<file path="config.mk">
export PLATFORM = sky130hd
export DESIGN_NAME = chained_hash_table
export DESIGN_NICKNAME = d
export VERILOG_FILES = /design/src/rtl/cht_pkg.sv /design/src/rtl/cht_store.sv /design/src/rtl/cht_hash.sv /design/src/rtl/cht_ctrl.sv /design/src/rtl/chained_hash_table.sv
export SDC_FILE = /design/constraint.sdc
export NUM_CORES = 2
export LEC_CHECK = 0
export BUFFER_PORTS_ARGS = -buffer_cell sky130_fd_sc_hd__buf_2
export CAP_MARGIN = 20
export CORE_ASPECT_RATIO = 0.8
export CORE_MARGIN = 1.5
export CORE_UTILIZATION = 30
export DETAILED_ROUTE_END_ITERATION = 8
export PLACE_DENSITY = 0.49
export SLEW_MARGIN = 20
export SYNTH_ARGS = -nofsm -noshare
export SYNTH_HDL_FRONTEND = slang
export SYNTH_SLANG_ARGS = --single-unit
</file>
<file path="constraint.sdc">
create_clock -name clk -period 5.7 [get_ports clk]
set_input_delay 1.71 -clock clk [delete_from_list [all_inputs] [get_ports clk]]
set_output_delay 1.71 -clock clk [all_outputs]
set_load 0.005 [all_outputs]
</file>
<file path="src/rtl/cht_pkg.sv">
`timescale 1ns / 1ps

package cht_pkg;

  // Table geometry
  localparam int BUCKETS     = 4;
  localparam int CHAIN_DEPTH = 16;

  // Field widths of the request and result channels
  localparam int CMD_W  = 2;
  localparam int KEY_W  = 32;
  localparam int FBKT_W = 2;
  localparam int FPOS_W = 4;
  localparam int STAT_W = 2;

  // Internal widths derived from the geometry
  localparam int BKT_W   = (BUCKETS > 1) ? $clog2(BUCKETS) : 1;
  localparam int POS_W   = $clog2(CHAIN_DEPTH);
  localparam int LEN_W   = $clog2(CHAIN_DEPTH + 1);
  localparam int STORE_N = BUCKETS * CHAIN_DEPTH;
  localparam int ADDR_W  = $clog2(STORE_N);

  // Commands
  localparam logic [CMD_W-1:0] CMD_INSERT = 2'd0;
  localparam logic [CMD_W-1:0] CMD_LOOKUP = 2'd1;
  localparam logic [CMD_W-1:0] CMD_REMOVE = 2'd2;
  localparam logic [CMD_W-1:0] CMD_NONE   = 2'd3;

  // Result status codes
  localparam logic [STAT_W-1:0] ST_OK    = 2'd0;
  localparam logic [STAT_W-1:0] ST_FULL  = 2'd1;
  localparam logic [STAT_W-1:0] ST_NOPOS = 2'd2;
  localparam logic [STAT_W-1:0] ST_EMPTY = 2'd3;

  typedef struct packed {
    logic              we;
    logic [ADDR_W-1:0] waddr;
    logic [KEY_W-1:0]  wdata;
    logic              re;
    logic [ADDR_W-1:0] raddr;
  } mem_req_t;

  typedef struct packed {
    logic [STAT_W-1:0] status;
    logic [KEY_W-1:0]  found_key;
    logic [FBKT_W-1:0] target_bucket;
  } res_t;

  // Flat entry address of a bucket and chain position
  function automatic logic [ADDR_W-1:0] entry_addr(input logic [BKT_W-1:0] bkt,
                                                   input logic [POS_W-1:0] pos);
    logic [31:0] flat;
    flat = 32'(bkt) * 32'(CHAIN_DEPTH) + 32'(pos);
    return ADDR_W'(flat);
  endfunction

endpackage

</file>
<file path="src/rtl/cht_store.sv">
`timescale 1ns / 1ps

module cht_store (
  input  logic                        clk,
  input  cht_pkg::mem_req_t           mem_req,
  output logic [cht_pkg::KEY_W-1:0]   rdata
);
  import cht_pkg::*;

  logic [KEY_W-1:0] mem [STORE_N];
  logic [KEY_W-1:0] rdata_r;

  always_ff @(posedge clk) begin
    if (mem_req.we) begin
      mem[mem_req.waddr] <= mem_req.wdata;
    end
    if (mem_req.re) begin
      rdata_r <= mem[mem_req.raddr];
    end
  end

  assign rdata = rdata_r;

endmodule

</file>
<file path="src/rtl/cht_hash.sv">
`timescale 1ns / 1ps

module cht_hash (
  input  logic                      clk,
  input  logic                      rst_n,
  input  logic                      start,
  input  logic [cht_pkg::KEY_W-1:0] key,
  output logic                      done,
  output logic [cht_pkg::BKT_W-1:0] hash
);
  import cht_pkg::*;

  // Reduce the key modulo BUCKETS, DIG bits per cycle, most significant first
  localparam int DIG   = 4;
  localparam int STEPS = KEY_W / DIG;
  localparam int CNT_W = $clog2(STEPS);
  localparam logic [BKT_W:0] MODV = (BKT_W + 1)'(BUCKETS);

  logic [KEY_W-1:0] sh_r,   sh_nxt;
  logic [BKT_W-1:0] rem_r,  rem_nxt;
  logic [CNT_W-1:0] cnt_r,  cnt_nxt;
  logic             busy_r, busy_nxt;
  logic             done_r, done_nxt;
  logic [BKT_W-1:0] acc;
  logic [BKT_W:0]   t;

  always_comb begin
    acc = rem_r;
    t   = '0;
    for (int j = 0; j < DIG; j++) begin
      t = {acc, sh_r[KEY_W-1-j]};
      if (t >= MODV) begin
        t = t - MODV;
      end
      acc = t[BKT_W-1:0];
    end
  end

  always_comb begin
    sh_nxt   = sh_r;
    rem_nxt  = rem_r;
    cnt_nxt  = cnt_r;
    busy_nxt = busy_r;
    done_nxt = 1'b0;
    if (start) begin
      sh_nxt   = key;
      rem_nxt  = '0;
      cnt_nxt  = '0;
      busy_nxt = 1'b1;
    end else if (busy_r) begin
      sh_nxt  = sh_r << DIG;
      rem_nxt = acc;
      cnt_nxt = cnt_r + 1'b1;
      if (cnt_r == CNT_W'(STEPS - 1)) begin
        busy_nxt = 1'b0;
        done_nxt = 1'b1;
      end
    end
  end

  always_ff @(posedge clk) begin
    if (!rst_n) begin
      busy_r <= 1'b0;
      done_r <= 1'b0;
      cnt_r  <= '0;
    end else begin
      busy_r <= busy_nxt;
      done_r <= done_nxt;
      cnt_r  <= cnt_nxt;
    end
  end

  always_ff @(posedge clk) begin
    sh_r  <= sh_nxt;
    rem_r <= rem_nxt;
  end

  assign done = done_r;
  assign hash = rem_r;

endmodule

</file>
<file path="src/rtl/cht_ctrl.sv">
`timescale 1ns / 1ps

module cht_ctrl (
  input  logic                       clk,
  input  logic                       rst_n,
  input  logic                       in_valid,
  output logic                       in_stall,
  input  logic [cht_pkg::CMD_W-1:0]  in_command,
  input  logic [cht_pkg::KEY_W-1:0]  in_key,
  input  logic [cht_pkg::FBKT_W-1:0] in_bucket,
  input  logic [cht_pkg::FPOS_W-1:0] in_position,
  output logic                       hash_start,
  input  logic                       hash_done,
  input  logic [cht_pkg::BKT_W-1:0]  hash_val,
  output cht_pkg::mem_req_t          mem_req,
  input  logic [cht_pkg::KEY_W-1:0]  mem_rdata,
  output logic                       res_valid,
  output cht_pkg::res_t              res,
  input  logic                       res_take
);
  import cht_pkg::*;

  localparam logic [2:0] S_IDLE  = 3'd0;
  localparam logic [2:0] S_HASH  = 3'd1;
  localparam logic [2:0] S_EVAL  = 3'd2;
  localparam logic [2:0] S_RDWT  = 3'd3;
  localparam logic [2:0] S_SHIFT = 3'd4;
  localparam logic [2:0] S_FIN   = 3'd5;

  logic [2:0]        state_r,  state_nxt;
  logic [CMD_W-1:0]  cmd_r,    cmd_nxt;
  logic [KEY_W-1:0]  key_r,    key_nxt;
  logic [BKT_W-1:0]  bkt_r,    bkt_nxt;
  logic              bkt_ok_r, bkt_ok_nxt;
  logic [FPOS_W-1:0] pos_r,    pos_nxt;
  logic [FBKT_W-1:0] tgt_r,    tgt_nxt;
  logic [LEN_W-1:0]  len_r,    len_nxt;
  logic [POS_W-1:0]  cur_r,    cur_nxt;
  logic [STAT_W-1:0] stat_r,   stat_nxt;
  logic [KEY_W-1:0]  found_r,  found_nxt;

  logic [LEN_W-1:0]  chain_len_r [BUCKETS];
  logic              len_we;
  logic [LEN_W-1:0]  len_wdata;

  logic              accept;
  logic [LEN_W-1:0]  len_cur;
  logic              pos_past;
  logic [POS_W-1:0]  rm_pos;

  assign accept   = in_valid && (state_r == S_IDLE);
  assign in_stall = (state_r != S_IDLE);
  assign len_cur  = chain_len_r[bkt_r];
  assign pos_past = 32'(pos_r) >= 32'(len_cur);
  assign rm_pos   = pos_past ? POS_W'(len_cur - 1'b1) : POS_W'(pos_r);

  always_comb begin
    state_nxt  = state_r;
    cmd_nxt    = cmd_r;
    key_nxt    = key_r;
    bkt_nxt    = bkt_r;
    bkt_ok_nxt = bkt_ok_r;
    pos_nxt    = pos_r;
    tgt_nxt    = tgt_r;
    len_nxt    = len_r;
    cur_nxt    = cur_r;
    stat_nxt   = stat_r;
    found_nxt  = found_r;
    hash_start = 1'b0;
    len_we     = 1'b0;
    len_wdata  = len_cur;
    mem_req    = '0;

    unique case (state_r)
      S_IDLE: begin
        if (accept) begin
          cmd_nxt    = in_command;
          key_nxt    = in_key;
          bkt_nxt    = BKT_W'(in_bucket);
          bkt_ok_nxt = 32'(in_bucket) < 32'(BUCKETS);
          pos_nxt    = in_position;
          tgt_nxt    = in_bucket;
          if (in_command == CMD_INSERT) begin
            hash_start = 1'b1;
            state_nxt  = S_HASH;
          end else begin
            state_nxt = S_EVAL;
          end
        end
      end
      S_HASH: begin
        if (hash_done) begin
          bkt_nxt    = hash_val;
          bkt_ok_nxt = 1'b1;
          tgt_nxt    = FBKT_W'(hash_val);
          state_nxt  = S_EVAL;
        end
      end
      S_EVAL: begin
        found_nxt = '0;
        len_nxt   = len_cur;
        state_nxt = S_FIN;
        priority if (cmd_r == CMD_INSERT) begin
          if (32'(len_cur) >= 32'(CHAIN_DEPTH)) begin
            stat_nxt = ST_FULL;
          end else begin
            mem_req.we    = 1'b1;
            mem_req.waddr = entry_addr(bkt_r, POS_W'(len_cur));
            mem_req.wdata = key_r;
            len_we        = 1'b1;
            len_wdata     = len_cur + 1'b1;
            stat_nxt      = ST_OK;
          end
        end else if (cmd_r == CMD_NONE || !bkt_ok_r) begin
          stat_nxt = ST_NOPOS;
        end else if (len_cur == '0) begin
          stat_nxt = ST_EMPTY;
        end else if (cmd_r == CMD_LOOKUP) begin
          if (pos_past) begin
            stat_nxt = ST_NOPOS;
          end else begin
            mem_req.re    = 1'b1;
            mem_req.raddr = entry_addr(bkt_r, POS_W'(pos_r));
            stat_nxt      = ST_OK;
            state_nxt     = S_RDWT;
          end
        end else begin
          // Remove: clamp to the last entry, read it, shrink the chain now
          cur_nxt       = rm_pos;
          mem_req.re    = 1'b1;
          mem_req.raddr = entry_addr(bkt_r, rm_pos);
          len_we        = 1'b1;
          len_wdata     = len_cur - 1'b1;
          stat_nxt      = ST_OK;
          state_nxt     = S_RDWT;
        end
      end
      S_RDWT: begin
        found_nxt = mem_rdata;
        state_nxt = S_FIN;
        if (cmd_r == CMD_REMOVE && (32'(cur_r) + 32'd1 < 32'(len_r))) begin
          mem_req.re    = 1'b1;
          mem_req.raddr = entry_addr(bkt_r, POS_W'(32'(cur_r) + 32'd1));
          state_nxt     = S_SHIFT;
        end
      end
      S_SHIFT: begin
        // Write the entry read last cycle one place down, fetch the next one
        mem_req.we    = 1'b1;
        mem_req.waddr = entry_addr(bkt_r, cur_r);
        mem_req.wdata = mem_rdata;
        cur_nxt       = cur_r + 1'b1;
        if (32'(cur_r) + 32'd2 < 32'(len_r)) begin
          mem_req.re    = 1'b1;
          mem_req.raddr = entry_addr(bkt_r, POS_W'(32'(cur_r) + 32'd2));
        end else begin
          state_nxt = S_FIN;
        end
      end
      S_FIN: begin
        if (res_take) begin
          state_nxt = S_IDLE;
        end
      end
      default: begin
        state_nxt = S_IDLE;
      end
    endcase
  end

  assign res_valid         = (state_r == S_FIN);
  assign res.status        = stat_r;
  assign res.found_key     = found_r;
  assign res.target_bucket = tgt_r;

  always_ff @(posedge clk) begin
    if (!rst_n) begin
      state_r <= S_IDLE;
      for (int b = 0; b < BUCKETS; b++) begin
        chain_len_r[b] <= '0;
      end
    end else begin
      state_r <= state_nxt;
      if (len_we) begin
        chain_len_r[bkt_r] <= len_wdata;
      end
    end
  end

  always_ff @(posedge clk) begin
    cmd_r    <= cmd_nxt;
    key_r    <= key_nxt;
    bkt_r    <= bkt_nxt;
    bkt_ok_r <= bkt_ok_nxt;
    pos_r    <= pos_nxt;
    tgt_r    <= tgt_nxt;
    len_r    <= len_nxt;
    cur_r    <= cur_nxt;
    stat_r   <= stat_nxt;
    found_r  <= found_nxt;
  end

endmodule

</file>
<file path="src/rtl/chained_hash_table.sv">
`timescale 1ns / 1ps

// Hash table with separate chaining over BUCKETS buckets of CHAIN_DEPTH entries.
// Request channel (in_valid / in_stall): one command per request: insert a key
// at the end of bucket key mod BUCKETS, look up the entry at bucket/position,
// or remove the entry at bucket/position and close the gap behind it.
// Result channel (out_valid / out_stall): exactly one result per request with
// status, the key read or removed, and the bucket used.
// From a request to out_valid: an insert waits in S_HASH on the modulo unit
// reducing the key four bits per cycle, then passes S_EVAL and S_FIN; a lookup
// that reads passes S_EVAL, S_RDWT and S_FIN; a remove adds one S_SHIFT step
// per entry behind the removed one, moved through the single read / single
// write entry memory. Requests are taken one at a time; in_stall is high from
// acceptance until the result is handed to the output register, so the next
// request is taken the cycle after that.
// The output register lets a finished result wait under out_stall while the
// next request is already being worked on; that request then holds in its
// final state until the register is free.
// Reset clears the chain lengths (all buckets empty) and both valid flags;
// entry memory is not cleared, since only entries below a chain's length
// are ever read.
module chained_hash_table (
  input  logic                        clk,
  input  logic                        rst_n,
  input  logic                        in_valid,
  output logic                        in_stall,
  input  logic [cht_pkg::CMD_W-1:0]   in_command,
  input  logic [cht_pkg::KEY_W-1:0]   in_key,
  input  logic [cht_pkg::FBKT_W-1:0]  in_bucket,
  input  logic [cht_pkg::FPOS_W-1:0]  in_position,
  output logic                        out_valid,
  input  logic                        out_stall,
  output logic [cht_pkg::STAT_W-1:0]  out_status,
  output logic [cht_pkg::KEY_W-1:0]   out_found_key,
  output logic [cht_pkg::FBKT_W-1:0]  out_target_bucket
);
  import cht_pkg::*;

  logic             hash_start;
  logic             hash_done;
  logic [BKT_W-1:0] hash_val;
  mem_req_t         mem_req;
  logic [KEY_W-1:0] mem_rdata;
  logic             res_valid;
  res_t             res;
  logic             res_take;

  logic             out_valid_r, out_valid_nxt;
  res_t             out_res_r;

  cht_hash u_hash (
    .clk   (clk),
    .rst_n (rst_n),
    .start (hash_start),
    .key   (in_key),
    .done  (hash_done),
    .hash  (hash_val)
  );

  cht_store u_store (
    .clk     (clk),
    .mem_req (mem_req),
    .rdata   (mem_rdata)
  );

  cht_ctrl u_ctrl (
    .clk         (clk),
    .rst_n       (rst_n),
    .in_valid    (in_valid),
    .in_stall    (in_stall),
    .in_command  (in_command),
    .in_key      (in_key),
    .in_bucket   (in_bucket),
    .in_position (in_position),
    .hash_start  (hash_start),
    .hash_done   (hash_done),
    .hash_val    (hash_val),
    .mem_req     (mem_req),
    .mem_rdata   (mem_rdata),
    .res_valid   (res_valid),
    .res         (res),
    .res_take    (res_take)
  );

  // Load the output register when it is empty or being drained this cycle
  assign res_take = res_valid && (!out_valid_r || !out_stall);

  always_comb begin
    out_valid_nxt = out_valid_r && out_stall;
    if (res_take) begin
      out_valid_nxt = 1'b1;
    end
  end

  always_ff @(posedge clk) begin
    if (!rst_n) begin
      out_valid_r <= 1'b0;
    end else begin
      out_valid_r <= out_valid_nxt;
    end
  end

  // Hold the result while stalled; advance only on a load
  always_ff @(posedge clk) begin
    if (res_take) begin
      out_res_r <= res;
    end
  end

  assign out_valid         = out_valid_r;
  assign out_status        = out_res_r.status;
  assign out_found_key     = out_res_r.found_key;
  assign out_target_bucket = out_res_r.target_bucket;

endmodule

</file>
==> out/qor.txt <==
gr usage total: 19.07%
Arr. time, crit path: 6.00 ns
TritonRoute pass-1 iters: 8
DR vias: 56.16k
WP buf/inv: 3
port bufs: 81
# Max-Cap Violations: 0
final hold slack: 0.4118 ns
H-tree depth: 4
count of final setup violators: 0
gpl congestion: 0.8514
Leak Pwr: 35.31 nW
die area: 301000 sq um
wire per inst: 28.13 microns
CTS tree: built
latest clock arrival within the worst-skew pair: 0.89 ns
Yosys reg bits: 2248
FFs w/ async S/R, synth: 0%
minimum clock period: 5.419 ns
post-synth cell types: 78
Nets: 6425
area grow syn2layout: 16.00%
Net Count, Synth: 6193
number of synthesized flops with an enable pin: 2235
root buf cell: clkbuf_16
# Post-CTS Setup Buffers: 0
CP peak stage delay: 0.69 ns
vias in the first global route: 52.75k
Crit Path Max Fanout: 59
initial antenna violation count: 16
largest net degree at the start of global routing: 113
total grt overflow: 0
synth top area cells: edfxtp_1 75%, nand2_1 5.3%, mux2i_1 2.6%
Synth top area share: 75.15%
crit start category: register
Crit path max-delay family: compound AO/OA/AOI/OAI gates
Post-Syn Area: 89300 sq um
Clock Sink Count: 2248
worst path cell trace: mux4_2, inv_1, ha_1, or4b_4, and3_1, o21ai_4, nand2_8, buf_12, buf_12, a2111oi_0, a211o_1, a21oi_1, a21oi_1, a31oi_1
Placed Cells: 10.10k
non-filler cells, final: 10.49k
num ports: 82
Crit. path cell count: 14
fmax: 184.5 MHz
post-route ant nets: 0
Pwr Total: 46.43 mW
Iteration-0 DRC Markers: 6969
Final Slew Violations: 0
ys flop type: edfxtp_1
top cell type by total area after synthesis: edfxtp_1
unrepaired setup endpoints after global routing: false
TritonCTS buffer count: 221
Clock Pin Slew Worst Setup and Hold Paths: 0.07 ns
Initial Util: 30.26%
post-DP HPWL: 177.5 mm
Setup Skew: 0.04913 ns
layout cells sized above 1: 13.38%
final hold viol count: 0
Placed Area: 96930 sq um
Worst Hold Class: reg2reg
Seq/Total Area, Yosys: 75.44%
Max clock buf depth: 4
vias per inst: 5.353
post-route cell area: 103600 sq um
Crit Path Category: reg2reg
period utilization: 95.07%
first-pass GRT wire length: 414.2 mm
PD cells: 448.2 nW/um^2
DIE WIDTH: 613.0 microns
worst vdd ir: 0.2633 mV
Worst Tran Pin Value: 1.135 ns
num rows: 178
final core area utilization: 35.11%
Mean Syn Cell Area: 14.57 sq um
status: finished clean
DRC: 0
Die Y: 491 microns
WHS Path Cells: 0
Slew headroom: 23.52%
Synth Warn #: 0
Register-to-Register Path Depth: 14
Required @ worst endpoint: 6.28 ns
total wire length: 295.1 mm
crit end category: register
Cells after Synth: 6130
Core ar.: 295100 sq um
Slowest-stage cell, CP: mux4_2
## stage by stage
stage               setup slack (ns)   TNS (ns)
finish                        0.2812          0
global placement             0.08473          0
detailed placement         -0.004959  -0.004959
global route                 0.09806          0
CTS                           0.1583          0
floorplan                      1.380          0
## state kept, by name, indices dropped and copies added (netlist names), named ones only
signal              flops
u_hash.busy_r           1
u_ctrl.len_r            5
u_ctrl.stat_r           2
out_target_bucket       2
u_hash.done             1
u_store.mem          2048
u_ctrl.found_r         32
u_ctrl.bkt_r            2
u_hash.cnt_r            3
u_hash.hash             2
u_ctrl.key_r           32
out_status              2
u_ctrl.cmd_r            2
out_found_key          32
u_store.rdata          32
u_hash.sh_r            16
u_ctrl.cur_r            4
out_valid               1
u_ctrl.pos_r            4
u_ctrl.chain_len_r     20
u_ctrl.state_r          3
## cells in the final DEF, fill, tap and decap left out, types with 10 or more instances in the layout
| master | instances |
|---|---|
| ha_1 | 19 |
| dfxtp_1 | 13 |
| buf_12 | 73 |
| nor2_4 | 66 |
| nor4_1 | 28 |
| a221o_1 | 16 |
| clkbuf_1 | 57 |
| a31oi_1 | 143 |
| a22oi_1 | 17 |
| clkbuf_16 | 225 |
| o21ai_0 | 50 |
| nor2_1 | 69 |
| a311oi_1 | 136 |
| edfxtp_1 | 2235 |
| nand3_1 | 324 |
| bufinv_16 | 11 |
| a32o_1 | 16 |
| inv_1 | 20 |
| buf_4 | 284 |
| nor2b_1 | 10 |
| buf_2 | 81 |
| a22o_2 | 28 |
| and3_1 | 305 |
| a211o_1 | 32 |
| nand2_1 | 1258 |
| o22ai_1 | 51 |
| clkinv_1 | 53 |
| o211ai_1 | 11 |
| o221ai_1 | 17 |
| a211oi_1 | 234 |
| a21oi_1 | 150 |
| a2111oi_0 | 36 |
| mux2i_1 | 233 |
| clkinv_2 | 29 |
| nor3_1 | 38 |
## cell type report
class	instances	area, sq um
fillers	28110	191500
multi-input cells	3430	20500
repair buffers	439	4026
diodes	4	10.01
well taps	3960	4955
inverters	22	82.58
clock buffers	286	5899
flip-flops and latches	2248	67370
clock inverters	102	750.7
## logic make-up after synthesis
kind of cell / after synthesis / synth area share [%]
XOR/XNOR: 7 / 0.06865
AND/OR/NAND/NOR: 2147 / 10.70
flip-flops: 2248 / 75.44
buffers and inverters: 452 / 2.389
AO/OA/AOI/OAI: 1012 / 8.294
multiplexers: 245 / 2.837
adder cells (fa/ha/maj): 19 / 0.2662
## synth_stat cells, types with 135 or more instances
cell / number
a211oi_1: 234
a21oi_1: 153
a311oi_1: 136
a31oi_1: 143
and3_1: 305
buf_2: 136
clkbuf_1: 233
edfxtp_1: 2235
mux2i_1: 234
nand2_1: 1259
nand3_1: 325
nor2_1: 135
## worst paths after layout
kind,startpoint,end,slack (ns)
worst min register to register,u_ctrl.found_r[15]$_SDFFCE_PN0P_,out_found_key[15]$_DFFE_PP_,0.41
worst max register to register,register,u_store.rdata[11]$_DFFE_PP_,0.28
worst min-delay path,u_ctrl.found_r[15]$_SDFFCE_PN0P_,out_found_key[15]$_DFFE_PP_,0.41
worst max-delay path,register,u_store.rdata[11]$_DFFE_PP_,0.28
## layer usage
metal	vias up	share of wire [%]	global-route usage, %
li1	24110	-	-
met3	336	8.8	3.627
met1	29180	47	29.52
met5	-	0.014	0
met2	2531	43	27.54
met4	6	1.9	3.824
## power breakdown
part | leakage, nW | switching, mW | internal, mW
combinational | 11.2 | 8.51 | 3.60
clock | 3.25 | 6.29 | 7.74
sequential | 20.8 | 0.550 | 19.7
## worst reg2reg max path, cell delays in order, from the launching register on
cell       delay [ns]
dfxtp_1          0.53
mux4_2           0.69
inv_1            0.16
ha_1             0.27
or4b_4           0.53
and3_1           0.34
o21ai_4          0.25
nand2_8          0.31
buf_12           0.31
buf_12           0.28
a2111oi_0        0.65
a211o_1          0.25
a21oi_1          0.09
a21oi_1          0.34
a31oi_1          0.13
## timing repair
item / in CTS / in global routing
resized for setup: 1 / 2
endpoints found under the setup margin: 1 / 3
hold buffers: 0 / 0
Power figures use the tool's default switching activity.
